### src/sv/olpe_pkg.sv
`default_nettype none

package olpe_pkg;

    // default geometry
    localparam int DEPTH_DEF      = 16;
    localparam int DATA_WIDTH_DEF = 32;

    // fixed field widths
    localparam int FUNC_W   = 2;
    localparam int VALUE_W  = 32;
    localparam int STATUS_W = 2;
    localparam int COUNT_W  = 5;

    // command codes
    typedef enum logic [FUNC_W-1:0] {
        FUNC_PUSH  = 2'd0,
        FUNC_POP   = 2'd1,
        FUNC_ERASE = 2'd2,
        FUNC_CLEAR = 2'd3
    } t_func;

    // status codes
    typedef enum logic [STATUS_W-1:0] {
        ST_DONE      = 2'd0,
        ST_EMPTY     = 2'd1,
        ST_NOT_FOUND = 2'd2,
        ST_FULL      = 2'd3
    } t_status;

    // per-cycle command strobes broadcast to every cell
    typedef struct packed {
        logic push;
        logic pop;
        logic erase;
        logic clear;
    } t_cell_ctl;

endpackage

`default_nettype wire

### src/sv/olpe_if.sv
`default_nettype none

// command channel
interface olpe_in_if;
    logic                          valid;
    logic                          ready;
    logic [olpe_pkg::FUNC_W-1:0]   func;
    logic signed [olpe_pkg::VALUE_W-1:0] value;

    modport source (output valid, output func, output value, input ready);
    modport sink   (input valid, input func, input value, output ready);
endinterface

// result channel
interface olpe_out_if;
    logic                            valid;
    logic                            ready;
    logic [olpe_pkg::STATUS_W-1:0]   status;
    logic [olpe_pkg::COUNT_W-1:0]    count;
    logic signed [olpe_pkg::VALUE_W-1:0] front_value;
    logic signed [olpe_pkg::VALUE_W-1:0] back_value;

    modport source (output valid, output status, output count, output front_value,
                    output back_value, input ready);
    modport sink   (input valid, input status, input count, input front_value,
                    input back_value, output ready);
endinterface

`default_nettype wire

### src/sv/ordered_list_push_pop_erase.sv
`default_nettype none

// Ordered list of up to DEPTH values held in a row of cells, each cell one entry.
// Commands: push back, pop back, erase first match (the entries behind it shift
// one cell toward the front), and clear. Every command returns one transaction
// with status, new count and front/back values (zero when empty). Accepting a
// command updates the cell row and sets a pending flag, which then loads the
// output register from the updated row; a new command waits until that load is
// done and the held result is being taken. Push to a full list, pop or erase on an
// empty list and erase without a match leave the list unchanged.
module ordered_list_push_pop_erase #(
    parameter int DEPTH      = olpe_pkg::DEPTH_DEF,
    parameter int DATA_WIDTH = olpe_pkg::DATA_WIDTH_DEF
) (
    input  logic       i_clk,
    input  logic       i_rst_n,
    olpe_in_if.sink    i_in,
    olpe_out_if.source o_out
);
    import olpe_pkg::*;

    localparam int FILL_W = $clog2(DEPTH + 1);

    logic [FILL_W-1:0]     r_fill;
    logic [FILL_W-1:0]     n_fill;
    t_status               r_status;
    t_status               n_status;
    logic                  r_pend;
    logic                  r_out_valid;
    t_status               r_out_status;
    logic [COUNT_W-1:0]    r_out_count;
    logic [VALUE_W-1:0]    r_out_front;
    logic [VALUE_W-1:0]    r_out_back;

    logic                  w_acc;
    t_func                 w_func;
    logic [63:0]           w_value64;
    logic [DATA_WIDTH-1:0] w_data;
    t_cell_ctl             w_ctl;
    logic                  w_full;
    logic                  w_empty;
    logic                  w_found;

    logic [DEPTH-1:0]      w_valid;
    logic [DEPTH-1:0]      w_hit;
    logic [DEPTH-1:0]      w_prev_valid;
    logic [DEPTH-1:0]      w_hit_in;
    logic [DEPTH:0]        w_valid_ext;
    logic [DATA_WIDTH-1:0] w_entry [DEPTH+1];
    logic [DATA_WIDTH-1:0] w_back_part [DEPTH];
    logic [DATA_WIDTH-1:0] w_back;
    logic [DATA_WIDTH-1:0] w_front;

    // command decode
    assign i_in.ready = i_rst_n && !r_pend && (!r_out_valid || o_out.ready);
    assign w_acc      = i_in.valid && i_in.ready;
    assign w_func     = t_func'(i_in.func);
    assign w_value64  = 64'($unsigned(i_in.value));
    assign w_data     = w_value64[DATA_WIDTH-1:0];
    assign w_full     = (r_fill == FILL_W'(DEPTH));
    assign w_empty    = (r_fill == '0);
    assign w_found    = w_hit[DEPTH-1];

    always_comb begin
        w_ctl       = '0;
        w_ctl.push  = w_acc && (w_func == FUNC_PUSH);
        w_ctl.pop   = w_acc && (w_func == FUNC_POP);
        w_ctl.erase = w_acc && (w_func == FUNC_ERASE);
        w_ctl.clear = w_acc && (w_func == FUNC_CLEAR);
    end

    // neighbor wiring along the row
    assign w_prev_valid      = {w_valid[DEPTH-2:0], 1'b1};
    assign w_hit_in          = {w_hit[DEPTH-2:0], 1'b0};
    assign w_valid_ext       = {1'b0, w_valid};
    assign w_entry[DEPTH]    = '0;

    for (genvar g = 0; g < DEPTH; g++) begin : g_cell
        olpe_cell #(
            .DATA_WIDTH (DATA_WIDTH)
        ) u_cell (
            .i_clk        (i_clk),
            .i_rst_n      (i_rst_n),
            .i_ctl        (w_ctl),
            .i_data       (w_data),
            .i_prev_valid (w_prev_valid[g]),
            .i_hit_in     (w_hit_in[g]),
            .i_next_entry (w_entry[g+1]),
            .i_next_valid (w_valid_ext[g+1]),
            .o_entry      (w_entry[g]),
            .o_valid      (w_valid[g]),
            .o_hit        (w_hit[g]),
            .o_back_entry (w_back_part[g])
        );
    end

    // status and new fill
    always_comb begin
        n_fill   = r_fill;
        n_status = ST_DONE;
        case (w_func)
            FUNC_PUSH: begin
                if (w_full) begin
                    n_status = ST_FULL;
                end else begin
                    n_fill = r_fill + 1'b1;
                end
            end
            FUNC_POP: begin
                if (w_empty) begin
                    n_status = ST_EMPTY;
                end else begin
                    n_fill = r_fill - 1'b1;
                end
            end
            FUNC_ERASE: begin
                if (w_empty) begin
                    n_status = ST_EMPTY;
                end else if (!w_found) begin
                    n_status = ST_NOT_FOUND;
                end else begin
                    n_fill = r_fill - 1'b1;
                end
            end
            FUNC_CLEAR: begin
                n_fill = '0;
            end
            default: begin
                n_fill = r_fill;
            end
        endcase
    end

    // front and back of the updated row
    always_comb begin
        w_back = '0;
        for (int i = 0; i < DEPTH; i++) begin
            w_back = w_back | w_back_part[i];
        end
        w_front = w_valid[0] ? w_entry[0] : '0;
    end

    // control state
    always_ff @(posedge i_clk) begin
        if (!i_rst_n) begin
            r_fill      <= '0;
            r_pend      <= 1'b0;
            r_out_valid <= 1'b0;
        end else begin
            if (w_acc) begin
                r_fill <= n_fill;
            end
            r_pend <= w_acc;
            if (r_pend) begin
                r_out_valid <= 1'b1;
            end else if (o_out.ready) begin
                r_out_valid <= 1'b0;
            end
        end
    end

    // result payload
    always_ff @(posedge i_clk) begin
        if (w_acc) begin
            r_status <= n_status;
        end
        if (r_pend) begin
            r_out_status <= r_status;
            r_out_count  <= COUNT_W'(r_fill);
            r_out_front  <= 32'(64'(w_front));
            r_out_back   <= 32'(64'(w_back));
        end
    end

    assign o_out.valid       = r_out_valid;
    assign o_out.status      = r_out_status;
    assign o_out.count       = r_out_count;
    assign o_out.front_value = $signed(r_out_front);
    assign o_out.back_value  = $signed(r_out_back);

endmodule

`default_nettype wire

### src/sv/olpe_cell.sv
`default_nettype none

module olpe_cell #(
    parameter int DATA_WIDTH = olpe_pkg::DATA_WIDTH_DEF
) (
    input  logic                  i_clk,
    input  logic                  i_rst_n,
    input  olpe_pkg::t_cell_ctl   i_ctl,
    input  logic [DATA_WIDTH-1:0] i_data,
    input  logic                  i_prev_valid,
    input  logic                  i_hit_in,
    input  logic [DATA_WIDTH-1:0] i_next_entry,
    input  logic                  i_next_valid,
    output logic [DATA_WIDTH-1:0] o_entry,
    output logic                  o_valid,
    output logic                  o_hit,
    output logic [DATA_WIDTH-1:0] o_back_entry
);
    import olpe_pkg::*;

    logic [DATA_WIDTH-1:0] r_entry;
    logic                  r_valid;
    logic [DATA_WIDTH-1:0] n_entry;
    logic                  n_valid;
    logic                  w_match;
    logic                  w_is_last;

    // first-match search ripples from the front
    assign w_match   = r_valid && (r_entry == i_data);
    assign o_hit     = i_hit_in || w_match;
    assign w_is_last = r_valid && !i_next_valid;

    // next entry and occupancy
    always_comb begin
        n_entry = r_entry;
        n_valid = r_valid;
        if (i_ctl.push && !r_valid && i_prev_valid) begin
            n_entry = i_data;
            n_valid = 1'b1;
        end
        if (i_ctl.pop && w_is_last) begin
            n_valid = 1'b0;
        end
        if (i_ctl.erase && o_hit && r_valid) begin
            n_entry = i_next_entry;
            n_valid = i_next_valid;
        end
        if (i_ctl.clear) begin
            n_valid = 1'b0;
        end
    end

    // occupancy flag
    always_ff @(posedge i_clk) begin
        if (!i_rst_n) begin
            r_valid <= 1'b0;
        end else begin
            r_valid <= n_valid;
        end
    end

    // payload
    always_ff @(posedge i_clk) begin
        r_entry <= n_entry;
    end

    assign o_entry      = r_entry;
    assign o_valid      = r_valid;
    assign o_back_entry = w_is_last ? r_entry : '0;

endmodule

`default_nettype wire

### src/flat_wrapper.sv
// flat-port wrapper written by rule: the top's interface ports become plain ports
module ordered_list_push_pop_erase_flat import olpe_pkg::*;
#(
    parameter int DEPTH      = olpe_pkg::DEPTH_DEF,
    parameter int DATA_WIDTH = olpe_pkg::DATA_WIDTH_DEF
)
  (i_clk, i_rst_n, i_in_valid, i_in_func, i_in_value, i_in_ready, o_out_valid, o_out_status, o_out_count, o_out_front_value, o_out_back_value, o_out_ready);
  olpe_in_if i_in_i ();
  olpe_out_if o_out_i ();
  input  logic i_clk;
  input  logic i_rst_n;
  input wire logic [$bits(i_in_i.valid)-1:0] i_in_valid;
  input wire logic [$bits(i_in_i.func)-1:0] i_in_func;
  input wire logic [$bits(i_in_i.value)-1:0] i_in_value;
  output wire logic [$bits(i_in_i.ready)-1:0] i_in_ready;
  output wire logic [$bits(o_out_i.valid)-1:0] o_out_valid;
  output wire logic [$bits(o_out_i.status)-1:0] o_out_status;
  output wire logic [$bits(o_out_i.count)-1:0] o_out_count;
  output wire logic [$bits(o_out_i.front_value)-1:0] o_out_front_value;
  output wire logic [$bits(o_out_i.back_value)-1:0] o_out_back_value;
  input wire logic [$bits(o_out_i.ready)-1:0] o_out_ready;
  assign i_in_i.valid = i_in_valid;
  assign i_in_i.func = i_in_func;
  assign i_in_i.value = i_in_value;
  assign i_in_ready = i_in_i.ready;
  assign o_out_valid = o_out_i.valid;
  assign o_out_status = o_out_i.status;
  assign o_out_count = o_out_i.count;
  assign o_out_front_value = o_out_i.front_value;
  assign o_out_back_value = o_out_i.back_value;
  assign o_out_i.ready = o_out_ready;
  ordered_list_push_pop_erase #(.DEPTH(DEPTH), .DATA_WIDTH(DATA_WIDTH)) u_core (.i_clk(i_clk), .i_rst_n(i_rst_n), .i_in(i_in_i), .o_out(o_out_i));
endmodule
### config.mk
export PLATFORM = sky130hd
export DESIGN_NAME = ordered_list_push_pop_erase_flat
export DESIGN_NICKNAME = d
export VERILOG_FILES = /design/src/sv/olpe_pkg.sv /design/src/sv/olpe_if.sv /design/src/sv/ordered_list_push_pop_erase.sv /design/src/sv/olpe_cell.sv /design/src/flat_wrapper.sv
export SDC_FILE = /design/constraint.sdc
export NUM_CORES = 2
export LEC_CHECK = 0
export ABC_AREA = 1
export BUFFER_PORTS_ARGS = -buffer_cell sky130_fd_sc_hd__buf_2
export CAP_MARGIN = 20
export CORE_ASPECT_RATIO = 2
export CORE_MARGIN = 4
export CORE_UTILIZATION = 30
export CTS_CLUSTER_SIZE = 40
export DETAILED_ROUTE_END_ITERATION = 7
export PLACE_DENSITY = 0.45
export SLEW_MARGIN = 5
export SYNTH_ARGS = -nofsm -noshare
export SYNTH_HDL_FRONTEND = slang
export SYNTH_HIERARCHICAL = 1
export SYNTH_SLANG_ARGS = --single-unit
export TNS_END_PERCENT = 30
### constraint.sdc
create_clock -name i_clk -period 8.9 [get_ports i_clk]
set_input_delay 0.445 -clock i_clk [delete_from_list [all_inputs] [get_ports i_clk]]
set_output_delay 0.445 -clock i_clk [all_outputs]
set_load 0.05 [all_outputs]
==> results.tsv <==
metric	value	unit
number of vias per cell after detailed routing	4.636	
area taken by multi-input logic gates	17770	µm²
post-synthesis average cell area	7.099	µm²
cells resized by post-CTS repair	0	
dominant combinational cell family by area after synthesis	simple AND/OR/NAND/NOR gates	
Detailed Route WL	145800	µm
synthesis-to-finish area growth	10.92	%
CP Launch Type	input port	
starting density of the core	30.17	%
clock tree from TritonCTS	done	
crit path buf inv count	18	
antenna viol nets, final	0	
number of library cell types mapped by synthesis	30	
maximum level of the CTS H-tree	3	
Total Die Area	141100	µm²
nets@finish	5856	
Max Clock Freq	162.2	MHz
CP peak stage delay	0.48	ns
adder and majority gate portion of the synthesized area	0.2660	%
cell count after synthesis	5697	
aggregate global routing overflow	0	
depth of the worst register-to-register path	43	
standby leakage power	22.05	nW
final-report max-slew violation count	0	
DPL Wire Length	115600	µm
largest net degree at the start of global routing	53	
CTS sink count	608	
clock latency on the worst-skew pair	0.67	ns
count of maximum capacitance violations	0	
minimum period implied by the final worst setup slack	6.167	ns
Slowest-stage cell, CP	sky130_fd_sc_hd__buf_4	
count of hold-fix buffers inserted at cts	0	
cell repeated most along the worst path	sky130_fd_sc_hd__nand2_4	
critical path capture point type	flop	
final total negative setup slack	0	ns
number of remaining DRC errors	0	
total number of placement rows	190	
most common cell after layout, fill and taps aside	sky130_fd_sc_hd__nand2_1	
number of global-route vias before repair	35250	
Placed Instance Area	42720	µm²
Clock transition at path regs	0.06	ns
number of input and output port buffers inserted	110	
routability congestion estimate from global placement	0.8542	
number of iterations in the first detailed-routing pass	5	
area of the mapped netlist	40450	µm²
Pwr Density	146.7	nW/µm²
RSZ-0062 raised after global routing	false	
number of antenna violations at the first check in global routing	3	
critical path class	in2reg	
proportion of synthesized area in mux cells	0	%
path category of the worst min-delay check	in2reg	
basic-gate share of the synthesized area counting and, or, nand and nor cells	38.69	%
commonest cells after routing, fill and taps aside	sky130_fd_sc_hd__nand2_1, sky130_fd_sc_hd__inv_1, sky130_fd_sc_hd__nor2_1, sky130_fd_sc_hd__nand3_1, sky130_fd_sc_hd__edfxtp_1	
post-synthesis xor/xnor area fraction	3.876	%
flip-flop and latch count after synthesis	608	
via count	35210	
required arrival time at the worst endpoint	9.20	ns
crit-path max FO	46	
GRT Overall Usage	20.27	%
Worst path top cell family by delay	simple AND/OR/NAND/NOR gates	
width of the chip	267.6	µm
depth of the critical timing path with buffers and inverters included	43	
routed length per instance	19.20	µm
Final Cycle Share	69.29	%
Max Root-Sink Buffers	3	
clock tree skew after final layout	0.03361	ns
worst vdd rail ir drop	0.0001093	V
first-pass GRT wire length	216000	µm
arrival time at the worst endpoint	6.47	ns
Synth Area in Compound Gates	0.7672	%
sequential fraction of the synthesis area	44.57	%
headroom to the max-slew limit	33.58	%
TritonCTS Buffers	69	
post-route design area	44860	µm²
Worst-Margin Slew	0.9872	ns
number of post-CTS setup repair buffers	0	
area of the core region	134100	µm²
First DRT Iteration DRCs	1787	
flip-flop and latch area	18030	µm²
number of filler cells placed in the layout	14510	
Final setup viols	0	
count of synthesis-stage warnings from yosys	6	
num ports	111	
master cell of the clock root buffer	sky130_fd_sc_hd__clkbuf_16	
DIE HEIGHT	527.3	µm
fraction of final layout cells with drive strength greater than 1	6.584	%
Final Hold Violating Endpoints	0	
WHS Path Cells	3	
outcome	finished, final reports clean	
## cells in the mapped netlist
master                     number  share of area (%)
sky130_fd_sc_hd__nand2_1     2021                 19
sky130_fd_sc_hd__inv_1        882                8.2
sky130_fd_sc_hd__nor2_1       783                7.3
sky130_fd_sc_hd__nand3_1      612                7.6
sky130_fd_sc_hd__edfxtp_1     585                 43
sky130_fd_sc_hd__xnor2_1      161                3.5
sky130_fd_sc_hd__nor4_1       128                2.0
sky130_fd_sc_hd__nand4_1      114                1.8
sky130_fd_sc_hd__clkbuf_1     100               0.93
sky130_fd_sc_hd__buf_4         48               0.89
sky130_fd_sc_hd__buf_6         48                1.3
sky130_fd_sc_hd__inv_2         34               0.32
sky130_fd_sc_hd__nand2_4       32               0.89
sky130_fd_sc_hd__a21oi_1       25               0.31
sky130_fd_sc_hd__dfxtp_1       23                1.1
sky130_fd_sc_hd__xor2_1        18               0.39
sky130_fd_sc_hd__clkinv_1      16               0.15
sky130_fd_sc_hd__o21ai_0       16               0.20
sky130_fd_sc_hd__o22ai_1       16               0.25
sky130_fd_sc_hd__or2_2         16               0.25
sky130_fd_sc_hd__ha_1           7               0.22
sky130_fd_sc_hd__nor2_4         3              0.084
sky130_fd_sc_hd__conb_1         2              0.019
sky130_fd_sc_hd__fa_1           1              0.049
sky130_fd_sc_hd__nand3_2        1              0.025
sky130_fd_sc_hd__nand3_4        1              0.043
sky130_fd_sc_hd__nand3b_1       1              0.019
sky130_fd_sc_hd__nand4_2        1              0.031
sky130_fd_sc_hd__nor2_2         1              0.015
sky130_fd_sc_hd__o21ai_1        1              0.012
## cell families after synthesis
kind of cell / count (synthesis)
AOI/OAI and AO/OA: 58
DFF: 608
xor gates and xnor gates: 179
buffers and inverters: 1128
and+or+nand+nor: 3714
adders and majority gates: 8
other: 2
## layer usage
| layer | track usage, % | routed length [µm] | part of all wire (%) |
|---|---|---|---|
| met5 | 0 | 13 | 0.0089 |
| met4 | 11.38 | 9247 | 6.3 |
| met3 | 1.902 | 4030 | 2.8 |
| met2 | 42.03 | 84480 | 58 |
| met1 | 18.59 | 48070 | 33 |
## flip-flops by register name, indices dropped and copies added (netlist names)
register and count:
u_core/r_fill 5, u_core/r_pend 1, u_core/o_out.status 2, u_core/g_cell.u_cell/o_entry 512, u_core/o_out.front_value 32, u_core/o_out.count 5
u_core/o_out.valid 1, u_core/g_cell.u_cell/o_valid 16, u_core/o_out.back_value 32, u_core/r_status 2
## per-stage QoR
stage / instances / total power (W) / hold WS [ns] / setup slack (ns) / util, %
after floorplan: 5730 / 0.003564 / 0.4003 / 1.473 / -
after global placement: 7466 / 0.003785 / 0.4224 / 1.860 / 31.86
after detailed placement: 7467 / 0.003791 / 0.4158 / 1.936 / 31.86
after CTS: 7591 / 0.006694 / 0.09146 / 2.641 / 33.45
after global routing: 7592 / 0.006856 / 0.1171 / 2.222 / 33.45
final: 7595 / 0.006582 / 0.1271 / 2.733 / 33.46
## power breakdown
part           switching (W)  total, W  internal (W)  leakage, nW
Clock                0.00128   0.00286       0.00158         1.04
Sequential         0.0000118   0.00316       0.00315         5.50
Combinational       0.000403  0.000564      0.000161         15.5
Total                0.00169   0.00658       0.00489         22.0
## worst register-to-register path, delay by kind of cell (launching register included)
kind	cells	cell delay, ns
and+or+nand+nor	26	3.51
buffers and inverters	17	1.64
DFF	1	0.52
## path summary, 6_finish.rpt
kind                                                 startpoint                                             end  slack (ns)
setup / recovery                                 i_in_value[28]  u_core/g_cell[15].u_cell/o_entry[16]$_DFFE_PP_        2.73
hold / removal                                       i_in_valid                        u_core/r_pend$_SDFF_PN0_        0.13
setup reg to reg  u_core/g_cell[0].u_cell/o_entry[21]$_DFFE_PP_  u_core/g_cell[15].u_cell/o_entry[16]$_DFFE_PP_        2.83
hold reg to reg                    u_core/r_status[1]$_DFFE_PP_                u_core/o_out.status[1]$_DFFE_PP_        0.42
## area by class of cell
cell class | instances | share of cell area, %
sequential | 608 | 40.19
antenna | 4 | 0.02231
timing repair buffer | 205 | 2.811
tap | 1728 | 4.820
inverter | 932 | 7.798
multi-input combinational | 3994 | 39.60
clock buffer | 90 | 4.117
clock inverter | 34 | 0.6331
(Power assumes the default switching activity.)
